**src/design/asgr_pkg.sv**
```systemverilog
// types, constants and helpers shared by the sgr escape parser modules
`default_nettype none

package asgr_pkg;

	localparam logic [7:0] BYTE_ESC      = 8'h1B;
	localparam logic [7:0] BYTE_LF       = 8'h0A;
	localparam logic [7:0] BYTE_LBRACKET = 8'h5B;
	localparam logic [7:0] BYTE_LPAREN   = 8'h28;
	localparam logic [7:0] BYTE_SEMI     = 8'h3B;
	localparam logic [7:0] BYTE_M        = 8'h6D;
	localparam logic [7:0] BYTE_ZERO     = 8'h30;
	localparam logic [7:0] BYTE_NINE     = 8'h39;
	localparam logic [7:0] PRINT_LO      = 8'h20;
	localparam logic [7:0] PRINT_HI      = 8'h7E;

	localparam logic [7:0] SGR_RESET     = 8'd0;
	localparam logic [7:0] SGR_UNDERLINE = 8'd4;
	localparam logic [7:0] SGR_SWAP      = 8'd7;
	localparam logic [7:0] SGR_FG_BASE   = 8'd30;
	localparam logic [7:0] SGR_FG_LAST   = 8'd39;
	localparam logic [7:0] SGR_BG_BASE   = 8'd40;
	localparam logic [7:0] SGR_BG_LAST   = 8'd49;

	localparam logic KIND_CHAR    = 1'b0;
	localparam logic KIND_NEWLINE = 1'b1;

	localparam logic REG_DEFAULT_FG = 1'b0;
	localparam logic REG_DEFAULT_BG = 1'b1;

	localparam logic [3:0] RESET_FG = 4'd15;
	localparam logic [3:0] RESET_BG = 4'd0;

	localparam int QUEUE_DEPTH = 2;

	typedef enum logic [2:0] {
		OP_CHAR      = 3'd0,
		OP_NEWLINE   = 3'd1,
		OP_RESET     = 3'd2,
		OP_UNDERLINE = 3'd3,
		OP_SWAP      = 3'd4,
		OP_FG        = 3'd5,
		OP_BG        = 3'd6
	} op_t;

	typedef struct packed {
		op_t        op;
		logic [6:0] arg;
	} cmd_t;

	function automatic logic [3:0] palette(input logic [3:0] digit);
		palette = (digit >= 4'd1 && digit <= 4'd7) ? digit : 4'd0;
	endfunction

endpackage

`default_nettype wire

```
**src/design/ansi_sgr_escape_parser.sv**
```systemverilog
// a byte's command is held in the command queue, then any result word in the result queue
// throughput: one byte per cycle, sustained while pop keeps up with the result queue
// a two-word command queue parts the parser from the executor, a two-word queue holds results
// reset (arst_n low) clears parser, attributes to default colors, cursor and both queues
// top level: ansi sgr escape parser with queue-style input and result ports
`default_nettype none

module ansi_sgr_escape_parser #(
	parameter int COLUMN_BITS = 8,
	parameter int ROW_BITS    = 16
) (
	input  wire logic                   clk,
	input  wire logic                   arst_n,
	input  wire logic                   push,
	input  wire logic [7:0]             in_byte,
	output logic                        full,
	input  wire logic                   cfg_write,
	input  wire logic                   cfg_index,
	input  wire logic [3:0]             cfg_data,
	output logic                        empty,
	input  wire logic                   pop,
	output logic                        kind,
	output logic [6:0]                  char_code,
	output logic [3:0]                  fg_color,
	output logic [3:0]                  bg_color,
	output logic                        underline,
	output logic [COLUMN_BITS-1:0]      column,
	output logic [ROW_BITS-1:0]         row
);
	import asgr_pkg::*;

	localparam int CMD_W = $bits(cmd_t);
	localparam int RES_W = 17 + COLUMN_BITS + ROW_BITS;

	logic             accept;
	logic             cmd_push;
	cmd_t             front_cmd;
	logic [CMD_W-1:0] cmd_word;
	logic             cmd_empty;
	logic             cmd_pop;
	logic             res_full;
	logic             res_push;
	logic [RES_W-1:0] res_word;
	logic [RES_W-1:0] out_word;

	assign accept = push & ~full;

	asgr_front u_front (
		.clk      (clk),
		.arst_n   (arst_n),
		.accept   (accept),
		.in_byte  (in_byte),
		.cmd_push (cmd_push),
		.cmd      (front_cmd)
	);

	asgr_fifo #(
		.WIDTH (CMD_W),
		.DEPTH (QUEUE_DEPTH)
	) u_cmd_q (
		.clk     (clk),
		.arst_n  (arst_n),
		.push    (cmd_push),
		.wr_data (front_cmd),
		.full    (full),
		.pop     (cmd_pop),
		.rd_data (cmd_word),
		.empty   (cmd_empty)
	);

	asgr_back #(
		.COLUMN_BITS (COLUMN_BITS),
		.ROW_BITS    (ROW_BITS)
	) u_back (
		.clk       (clk),
		.arst_n    (arst_n),
		.cfg_write (cfg_write),
		.cfg_index (cfg_index),
		.cfg_data  (cfg_data),
		.cmd       (cmd_t'(cmd_word)),
		.cmd_empty (cmd_empty),
		.cmd_pop   (cmd_pop),
		.res_full  (res_full),
		.res_push  (res_push),
		.res_word  (res_word)
	);

	asgr_fifo #(
		.WIDTH (RES_W),
		.DEPTH (QUEUE_DEPTH)
	) u_res_q (
		.clk     (clk),
		.arst_n  (arst_n),
		.push    (res_push),
		.wr_data (res_word),
		.full    (res_full),
		.pop     (pop),
		.rd_data (out_word),
		.empty   (empty)
	);

	assign {kind, char_code, fg_color, bg_color, underline, column, row} = out_word;

endmodule

`default_nettype wire

```
**src/design/asgr_fifo.sv**
```systemverilog
// small flop-based queue used between the parser stages and at the result side
`default_nettype none

module asgr_fifo #(
	parameter int WIDTH = 8,
	parameter int DEPTH = 2
) (
	input  wire logic             clk,
	input  wire logic             arst_n,
	input  wire logic             push,
	input  wire logic [WIDTH-1:0] wr_data,
	output logic                  full,
	input  wire logic             pop,
	output logic [WIDTH-1:0]      rd_data,
	output logic                  empty
);

	localparam int PTR_W = (DEPTH > 1) ? $clog2(DEPTH) : 1;
	localparam int CNT_W = $clog2(DEPTH + 1);

	logic [WIDTH-1:0] mem_q [DEPTH];
	logic [PTR_W-1:0] wr_ptr_q;
	logic [PTR_W-1:0] rd_ptr_q;
	logic [CNT_W-1:0] count_q;
	logic             do_push;
	logic             do_pop;

	assign full    = (count_q == CNT_W'(DEPTH));
	assign empty   = (count_q == '0);
	assign do_push = push & ~full;
	assign do_pop  = pop & ~empty;
	assign rd_data = mem_q[rd_ptr_q];

	always_ff @(posedge clk) begin
		if (do_push) begin
			mem_q[wr_ptr_q] <= wr_data;
		end
	end

	always_ff @(posedge clk or negedge arst_n) begin
		if (!arst_n) begin
			wr_ptr_q <= '0;
			rd_ptr_q <= '0;
			count_q  <= '0;
		end else begin
			if (do_push) begin
				wr_ptr_q <= (wr_ptr_q == PTR_W'(DEPTH - 1)) ? '0 : wr_ptr_q + 1'b1;
			end
			if (do_pop) begin
				rd_ptr_q <= (rd_ptr_q == PTR_W'(DEPTH - 1)) ? '0 : rd_ptr_q + 1'b1;
			end
			unique case ({do_push, do_pop})
				2'b10:   count_q <= count_q + 1'b1;
				2'b01:   count_q <= count_q - 1'b1;
				default: count_q <= count_q;
			endcase
		end
	end

endmodule

`default_nettype wire

```
**src/design/asgr_front.sv**
```systemverilog
// front stage: escape sequence parser that turns bytes into commands
`default_nettype none

module asgr_front (
	input  wire logic         clk,
	input  wire logic         arst_n,
	input  wire logic         accept,
	input  wire logic [7:0]   in_byte,
	output logic              cmd_push,
	output asgr_pkg::cmd_t    cmd
);
	import asgr_pkg::*;

	typedef enum logic [3:0] {
		ST_TEXT = 4'b0001,
		ST_ESC  = 4'b0010,
		ST_FMT  = 4'b0100,
		ST_FONT = 4'b1000
	} pstate_t;

	pstate_t     state_q;
	pstate_t     state_d;
	logic [7:0]  accum_q;
	logic [7:0]  accum_d;
	logic [11:0] accum_sum;
	logic        is_digit;
	logic        code_valid;
	cmd_t        code_cmd;
	logic [7:0]  fg_off;
	logic [7:0]  bg_off;

	assign is_digit  = (in_byte >= BYTE_ZERO) && (in_byte <= BYTE_NINE);
	assign accum_sum = {4'b0, accum_q} * 12'd10 + {8'b0, in_byte[3:0]};
	assign fg_off    = accum_q - SGR_FG_BASE;
	assign bg_off    = accum_q - SGR_BG_BASE;

	// map the collected sgr code onto a back-end command
	always_comb begin
		code_valid   = 1'b1;
		code_cmd.op  = OP_RESET;
		code_cmd.arg = '0;
		priority if (accum_q == SGR_RESET) begin
			code_cmd.op = OP_RESET;
		end else if (accum_q == SGR_UNDERLINE) begin
			code_cmd.op = OP_UNDERLINE;
		end else if (accum_q == SGR_SWAP) begin
			code_cmd.op = OP_SWAP;
		end else if (accum_q >= SGR_FG_BASE && accum_q <= SGR_FG_LAST) begin
			code_cmd.op  = OP_FG;
			code_cmd.arg = {3'b0, palette(fg_off[3:0])};
		end else if (accum_q >= SGR_BG_BASE && accum_q <= SGR_BG_LAST) begin
			code_cmd.op  = OP_BG;
			code_cmd.arg = {3'b0, palette(bg_off[3:0])};
		end else begin
			code_valid = 1'b0;
		end
	end

	always_comb begin
		state_d  = state_q;
		accum_d  = accum_q;
		cmd_push = 1'b0;
		cmd.op   = OP_CHAR;
		cmd.arg  = in_byte[6:0];
		unique case (state_q)
			ST_TEXT: begin
				if (in_byte == BYTE_ESC) begin
					state_d = ST_ESC;
				end else if (in_byte == BYTE_LF) begin
					cmd_push = accept;
					cmd.op   = OP_NEWLINE;
					cmd.arg  = '0;
				end else if (in_byte >= PRINT_LO && in_byte <= PRINT_HI) begin
					cmd_push = accept;
				end
			end
			ST_ESC: begin
				accum_d = '0;
				if (in_byte == BYTE_LBRACKET) begin
					state_d = ST_FMT;
				end else if (in_byte == BYTE_LPAREN) begin
					state_d = ST_FONT;
				end
			end
			ST_FMT: begin
				if (is_digit) begin
					accum_d = (accum_sum > 12'd255) ? 8'hFF : accum_sum[7:0];
				end else if (in_byte == BYTE_SEMI || in_byte == BYTE_M) begin
					cmd_push = accept & code_valid;
					cmd      = code_cmd;
					if (in_byte == BYTE_SEMI) begin
						accum_d = '0;
					end else begin
						state_d = ST_TEXT;
					end
				end else begin
					state_d = ST_TEXT;
				end
			end
			ST_FONT: begin
				cmd_push = accept;
				cmd.op   = OP_RESET;
				cmd.arg  = '0;
				state_d  = ST_TEXT;
			end
			default: begin
				state_d = ST_TEXT;
			end
		endcase
	end

	always_ff @(posedge clk or negedge arst_n) begin
		if (!arst_n) begin
			state_q <= ST_TEXT;
			accum_q <= '0;
		end else if (accept) begin
			state_q <= state_d;
			accum_q <= accum_d;
		end
	end

endmodule

`default_nettype wire

```
**src/design/asgr_back.sv**
```systemverilog
// back stage: attribute and cursor state, executes commands and builds result words
`default_nettype none

module asgr_back #(
	parameter int COLUMN_BITS = 8,
	parameter int ROW_BITS    = 16,
	localparam int RES_W      = 17 + COLUMN_BITS + ROW_BITS
) (
	input  wire logic             clk,
	input  wire logic             arst_n,
	input  wire logic             cfg_write,
	input  wire logic             cfg_index,
	input  wire logic [3:0]       cfg_data,
	input  wire asgr_pkg::cmd_t   cmd,
	input  wire logic             cmd_empty,
	output logic                  cmd_pop,
	input  wire logic             res_full,
	output logic                  res_push,
	output logic [RES_W-1:0]      res_word
);
	import asgr_pkg::*;

	logic [3:0]             default_fg_q;
	logic [3:0]             default_bg_q;
	logic [3:0]             fg_q;
	logic [3:0]             bg_q;
	logic                   ul_q;
	logic [COLUMN_BITS-1:0] col_q;
	logic [ROW_BITS-1:0]    row_q;
	logic [ROW_BITS-1:0]    row_next;
	logic                   needs_res;

	assign needs_res = (cmd.op == OP_CHAR) || (cmd.op == OP_NEWLINE);
	assign cmd_pop   = ~cmd_empty & (~needs_res | ~res_full);
	assign res_push  = cmd_pop & needs_res;
	assign row_next  = row_q + 1'b1;

	always_comb begin
		if (cmd.op == OP_NEWLINE) begin
			res_word = {KIND_NEWLINE, 7'd0, fg_q, bg_q, ul_q, {COLUMN_BITS{1'b0}}, row_next};
		end else begin
			res_word = {KIND_CHAR, cmd.arg, fg_q, bg_q, ul_q, col_q, row_q};
		end
	end

	always_ff @(posedge clk or negedge arst_n) begin
		if (!arst_n) begin
			default_fg_q <= RESET_FG;
			default_bg_q <= RESET_BG;
		end else if (cfg_write) begin
			unique case (cfg_index)
				REG_DEFAULT_FG: default_fg_q <= cfg_data;
				REG_DEFAULT_BG: default_bg_q <= cfg_data;
				default:        default_fg_q <= default_fg_q;
			endcase
		end
	end

	always_ff @(posedge clk or negedge arst_n) begin
		if (!arst_n) begin
			fg_q  <= RESET_FG;
			bg_q  <= RESET_BG;
			ul_q  <= 1'b0;
			col_q <= '0;
			row_q <= '0;
		end else if (cmd_pop) begin
			unique case (cmd.op)
				OP_CHAR: begin
					if (col_q != '1) begin
						col_q <= col_q + 1'b1;
					end
				end
				OP_NEWLINE: begin
					col_q <= '0;
					row_q <= row_next;
				end
				OP_RESET: begin
					fg_q <= default_fg_q;
					bg_q <= default_bg_q;
					ul_q <= 1'b0;
				end
				OP_UNDERLINE: ul_q <= 1'b1;
				OP_SWAP: begin
					fg_q <= bg_q;
					bg_q <= fg_q;
				end
				OP_FG:   fg_q <= cmd.arg[3:0];
				OP_BG:   bg_q <= cmd.arg[3:0];
				default: ul_q <= ul_q;
			endcase
		end
	end

endmodule

`default_nettype wire

```
**config.mk**
```make
export PLATFORM = sky130hd
export DESIGN_NAME = ansi_sgr_escape_parser
export DESIGN_NICKNAME = d
export VERILOG_FILES = /design/src/design/asgr_pkg.sv /design/src/design/ansi_sgr_escape_parser.sv /design/src/design/asgr_fifo.sv /design/src/design/asgr_front.sv /design/src/design/asgr_back.sv
export SDC_FILE = /design/constraint.sdc
export NUM_CORES = 1
export LEC_CHECK = 0
export BUFFER_PORTS_ARGS = -buffer_cell sky130_fd_sc_hd__clkbuf_2
export CAP_MARGIN = 20
export CORE_ASPECT_RATIO = 0.6
export CORE_MARGIN = 2
export CORE_UTILIZATION = 60
export DETAILED_ROUTE_END_ITERATION = 16
export PLACE_DENSITY_LB_ADDON = 0.1
export SYNTH_ARGS = -nofsm -noshare
export SYNTH_HDL_FRONTEND = slang
export SYNTH_SLANG_ARGS = --single-unit
```
**constraint.sdc**
```tcl
create_clock -name clk -period 4.3 [get_ports clk]
set_input_delay 0.645 -clock clk [delete_from_list [all_inputs] [get_ports clk]]
set_output_delay 0.645 -clock clk [all_outputs]
set_load 0.02 [all_outputs]
```
After elaboration in Yosys (flattened, before gate mapping):

Memories as Yosys holds them, arrays and structs flattened.
Cells that the tools add are included.

* output and inout port bits: 43
* bits of input ports: 18
* memories kept: 2
* register bits after elaboration: 61
* RAM bits: 102

Memories
* u_res_q.mem_q: depth 2, width 41, rd ports 1, clocked after Yosys merged registers in 0, write ports 1, line asgr_fifo.sv:21 `logic [WIDTH-1:0] mem_q [DEPTH];`
* u_cmd_q.mem_q: depth 2, width 10, rd ports 1, clocked after Yosys merged registers in 0, write ports 1, line asgr_fifo.sv:21

* reduce and logical (&&, ||, !) cells: 28
* add/subtract/negate cells: 13
* bitwise operators: 15
* multiply operators: 1
* magnitude comparators: 13
* equal/unequal tests: 32
* mux-type cells: 54

Operators by type and width (count)
* $mux W10: 5
* $mux W8: 6
* $mux W41: 1
* $pmux W4 S3: 3
* $mux W4: 8
* $pmux W8 S2: 2
* $pmux W10 S3: 1
* $ge A8 B6 Y1 const B: 3
* $le A8 B6 Y1 const B: 3
* $mux W7: 3
* $mux W1: 18
* $add A16 B1 Y16 const B: 1
* $eq A8 B3 Y1 const B: 2
* $eq A8 B6 Y1 const B: 2
* $eq A8 B7 Y1 const B: 2
* $add A12 B4 Y12: 1
* $gt A12 B8 Y1 const B: 1
* $reduce_and A2 Y1: 6
* $mul A8 B3 Y11 const B: 1
* $reduce_bool A2 Y1: 5
* $eq A3 B3 Y1 const B: 3
* $mux W3: 3
* $ne A3 B1 Y1 const B: 3
* $add A8 B1 Y8 const B: 1
* 37 further kinds: 72

Depth between registers and ports, before layout:

* depth in word-level cells: 14
* mapped depth: 10
* gate-level depth less buffers: 10

Hierarchy:

Synthesis repeated with hierarchy kept, for this count alone.

* cell total of the unflattened synthesis: 632
* area total of the unflattened synthesis: 8230.4 µm²

By module, submodules not included
* asgr_fifo at u_res_q: sequential area each 2562.5 µm², instances 1, area an instance 3358.2 µm², cells each 146
* asgr_back: sequential area each 1036.0 µm², instances 1, area an instance 2384.8 µm², cells each 252
* asgr_front: sequential area each 301.5 µm², instances 1, area an instance 1556.5 µm², cells each 184
* asgr_fifo at u_cmd_q: sequential area each 700.7 µm², instances 1, area an instance 917.1 µm², cells each 49
* ansi_sgr_escape_parser: sequential area each 0.0 µm², instances 1, area an instance 13.8 µm², cells each 1

Least setup slack after synthesis:

No wires, ideal clock.

* path kind: reg2reg
* start: reg u_cmd_q.rd_ptr_q
* end: mem u_res_q.mem_q[0][0] (netlist name), enable pin
* slack: 836 ps
* buffers on the path: 1
* cell stages (with the launch flop): 5
* period minus slack after synthesis: 3464 ps
* setup time: 440 ps
* arrival: 3025 ps
* cell sequence: dfrtp_1 -> buf_6 -> or3_4 -> a211o_1 -> nor2_1

* longest elaborated chain between the ends: 10

RTL lines
* from (decl): line asgr_fifo.sv:23 `logic [PTR_W-1:0] rd_ptr_q;`
* from (signal assigned): line asgr_fifo.sv:50 `rd_ptr_q <= (rd_ptr_q == PTR_W'(DEPTH - 1)) ? '0 : rd_ptr_q + 1'b1;`
* $mem_v2 Z2 W10 *
* $eq A3 B1 Y1 / $logic_not A3 Y1 (equally long branches): line asgr_back.sv:33 `assign needs_res = (cmd.op == OP_CHAR) || (cmd.op == OP_NEWLINE);`
* $logic_or A1 B1 Y1 *: line asgr_back.sv:33
* $not A1 Y1: line asgr_back.sv:34 `assign cmd_pop = ~cmd_empty & (~needs_res | ~res_full);`
* $or A1 B1 Y1: line asgr_back.sv:34
* $and A1 B1 Y1: line asgr_back.sv:34
* $and A1 B1 Y1 *: line asgr_back.sv:35 `assign res_push = cmd_pop & needs_res;`
* $and A1 B1 Y1 *: line asgr_fifo.sv:30 `assign do_push = push & ~full;`
* $mux W1 *: line asgr_fifo.sv:35 `if (do_push) begin`
* $mux W1 (not written as such) *: line asgr_fifo.sv:36 `mem_q[wr_ptr_q] <= wr_data;`
* to (decl): line asgr_fifo.sv:21

Every way passes the cells marked *; elsewhere a longest branch is shown, timed or not.

Worst setup path after layout:

* start: reg u_front.state_q[0]
* end: mem u_cmd_q.mem_q[1][9] (netlist name), enable pin

* longest elaborated chain between the ends: 5

RTL lines
* from (decl): line asgr_front.sv:21 `pstate_t state_q;`
* from (signal assigned): line asgr_front.sv:117 `state_q <= state_d;`
* $eq A4 B4 Y1 (tied with other cells): line asgr_front.sv:65 `unique case (state_q)`
* $pmux W1 S3 *: line asgr_front.sv:65
* $and A1 B1 Y1 *: line asgr_fifo.sv:30
* $mux W1 *: line asgr_fifo.sv:35
* $mux W1 (not written as such) *: line asgr_fifo.sv:36
* to (decl): line asgr_fifo.sv:21

Marked as above.

==> metrics.md <==
| Metric | Value |
|---|---|
| Status | complete, no violations |
| GRT Util Overall | 23.7% |
| RSZ-0062 raised after global routing | no |
| LEAKAGE | roughly 3.5 nW |
| Remaining global-route overflow | 0 |
| Total CTS buffers | 17 |
| Multi-input gate area | 3060 sq um |
| Util after Layout | 69.6% |
| Setup CP Type | reg2reg |
| Top post-synthesis cells by area | edfxtp_1 39%, dfrtp_1 17%, mux2_2 7.8% |
| Total Neg Setup Slack | 0 ns |
| P&R area growth vs syn | 14.1% |
| Layout cells sized above 1 | 24.3% |
| FMAX | 317 MHz |
| Tcrit/Tclk final | roughly three quarters |
| Ys flop type | edfxtp_1 |
| Most common cell in the netlist | edfxtp_1 |
| Crit. End Element | flip-flop |
| 1st-iter DRT viols | 508 |
| Commonest cells post-synth | 102 x edfxtp_1, 59 x nand2_1, 54 x mux2_2 |
| Worst slew pin tran | 0.999 ns |
| Clock transition at path regs | 0.06 ns |
| Synthesized instance count | around 620 |
| First-pass iteration count of the detailed router | 5 |
| Top-Level Pins | approximately 60 |
| Post-DP HPWL | around 11000 um |
| Slew headroom | between 30 and 40% |
| Port Buffers | 60 |
| CTS tree | yes |
| Post-CTS Hold Fix Bufs | 0 |
| Max-slew violations | 0 |
| Initial Utilization | between 60% and 70% |
| Die height | between 90 and 100 um |
| DRC violations left | 0 |
| PwrDens | 588 nW/um^2 |
| Largest net degree at the start of global routing | 62 |
| Number of global-route vias before repair | 4903 |
| Layout fillers | 910 |
| Number of flops mapped to enable cells by yosys | 102 |
| Worst clock skew | 0.00967 ns |
| Post CTS Setup Buffer Count | 0 |
| # nets final | 732 |
| CP startpoint kind | flip-flop |
| Die W | roughly 150 um |
| Final setup viols | 0 |
| Sink Count | 163 |
| Total inserted antenna cells | 0 |
| CP arrival | 3.19 ns |
| Area leader, netlist | edfxtp_1 |
| Post-synthesis register bit count | approximately 160 |
| Netlist cell types | 60 |
| Placer Congestion | slightly above 1 |
| Post-Syn Area | 7760 sq um |
| Clock Tree Buf Depth | 2 |
| Syn. warnings | 0 |
| Worst Path Required | approximately 4.3 ns |
| Post-Route WL | 15400 um |
| Clk_lat worst skew | 0.42 ns |
| Peak VDD IR | 0.374 mV |
| Max Cap Viol | 0 |
| Routed Antenna Nets | 0 |
| Post-CTS sizing | 0 |
| H-tree Lvls | 4 |
| Core region area | 12700 sq um |
| Yosys top cell area share | about 39% |
| Initial antenna violation count | 0 |
| First-pass GRT wire length | 25000 um |
| Average wire per standard cell | 17.6 um |
| Register area | 4600 sq um |
| Mapped Nets | 663 |
| Hold Fails Final Rpt | 0 |
| DR vias/cell | slightly below 6 |
| Row cnt | 32 |
| Min-delay worst type | in2async |
| CTS root buf | clkbuf_16 |
| Min Tclk post-route | 3.15 ns |
| Avg Cell Area, Syn | 12.5 sq um |
| Post-synth ARST share | 37.4% |
| Sequential area share after synthesis | between 50% and 60% |
| CP max FO | 10 |
| Die Footprint | 13900 sq um |
| Via count | 5116 |
## registers in the layout (all words and copies together), names as in the netlist
signal / flops
u_res_q.mem_q: 82
u_cmd_q.mem_q: 20
u_back.row_q: 16
u_back.col_q: 8
u_front.accum_q: 8
u_back.bg_q: 4
u_back.default_bg_q: 4
u_back.default_fg_q: 4
u_back.fg_q: 4
u_front.state_q: 4
u_cmd_q.count_q: 2
u_res_q.count_q: 2
u_back.ul_q: 1
u_cmd_q.rd_ptr_q: 1
u_cmd_q.wr_ptr_q: 1
u_res_q.rd_ptr_q: 1
u_res_q.wr_ptr_q: 1
## metrics by stage
step	hold slack (ns)	std cells	total power, mW	instance area, sq um	setup slack (ns)
final	0.394	875	5.21	8860	1.15
after floorplan	0.349	623	3.27	7760	0.836
after CTS	0.436	875	5.23	8860	1.19
after global placement	0.468	843	3.66	8270	1.30
after detailed placement	0.475	843	3.70	8270	1.20
after global routing	0.467	875	5.47	8860	0.784
## power by group
group / switching, mW / internal [mW]
Sequential: 0.283 / 2.02
Combinational: 0.812 / 0.569
Clock: 0.645 / 0.874
## placed cells by master (no fill, tap or decap), types with 13 or more instances in the layout
cell and instances:
edfxtp_1 102, clkbuf_2 60, nand2_1 59, mux2_2 54, nor2_1 51, dfrtp_1 51
xnor2_1 34, o21ai_0 29, a21oi_1 26, xor2_1 20, ha_1 20, nor2b_1 18
clkbuf_16 17, nand3_1 13
## cell families (layout without fill, tap and decap cells)
group                      count (synthesis)  after routing  share of synthesized area [%]
and+or+nand+nor                          208            208                           13.2
buffers and inverters                     28            110                           1.50
xor gates and xnor gates                  54             54                           6.09
muxes                                     66             66                           9.38
AOI/OAI and AO/OA                         82             82                           6.80
adders and majority gates                 22             22                           3.74
DFF                                      163            163                           59.3
## cell type report
type	count	share of cell area, %
clock buffers	18	4.84
clock inverters	14	1.88
inverters	12	0.508
multi-input cells	432	34.5
flip-flops and latches	163	51.9
well taps	170	2.40
repair buffers	66	3.90
## layer usage
layer  wire length [um]  global-route usage, %  vias up
met5                  0                      0        -
met4                170                   7.24        0
met1               7590                   35.6     2512
met3                853                   5.12       21
met2               6760                   35.0      172
li1                   -                      -     2411
## path summary, 6_finish.rpt
kind,startpoint,endpoint,slack (ns),cells after the start
min reg2reg,u_back.ul_q,u_res_q.mem_q[1][24],0.48,0
max in group asynchronous,arst_n,u_res_q.rd_ptr_q,3.31,2
max,u_front.state_q[0],u_cmd_q.mem_q[1][9],1.15,6
min,arst_n,u_front.state_q[1],0.39,2
min in group clk,cfg_data[2],u_back.default_bg_q[2],0.48,2
max reg2reg,u_front.state_q[0],u_cmd_q.mem_q[1][9],1.15,6
## worst max-delay path, cell delays in order (launching register included)
cell	delay (ns)
dfstp_2	0.56
nor4b_1	0.66
o21ai_0	0.38
a21oi_1	0.23
o21a_1	0.13
a31oi_1	0.08
nor2b_1	0.72
No activity file was read; power rests on OpenSTA's default activity.
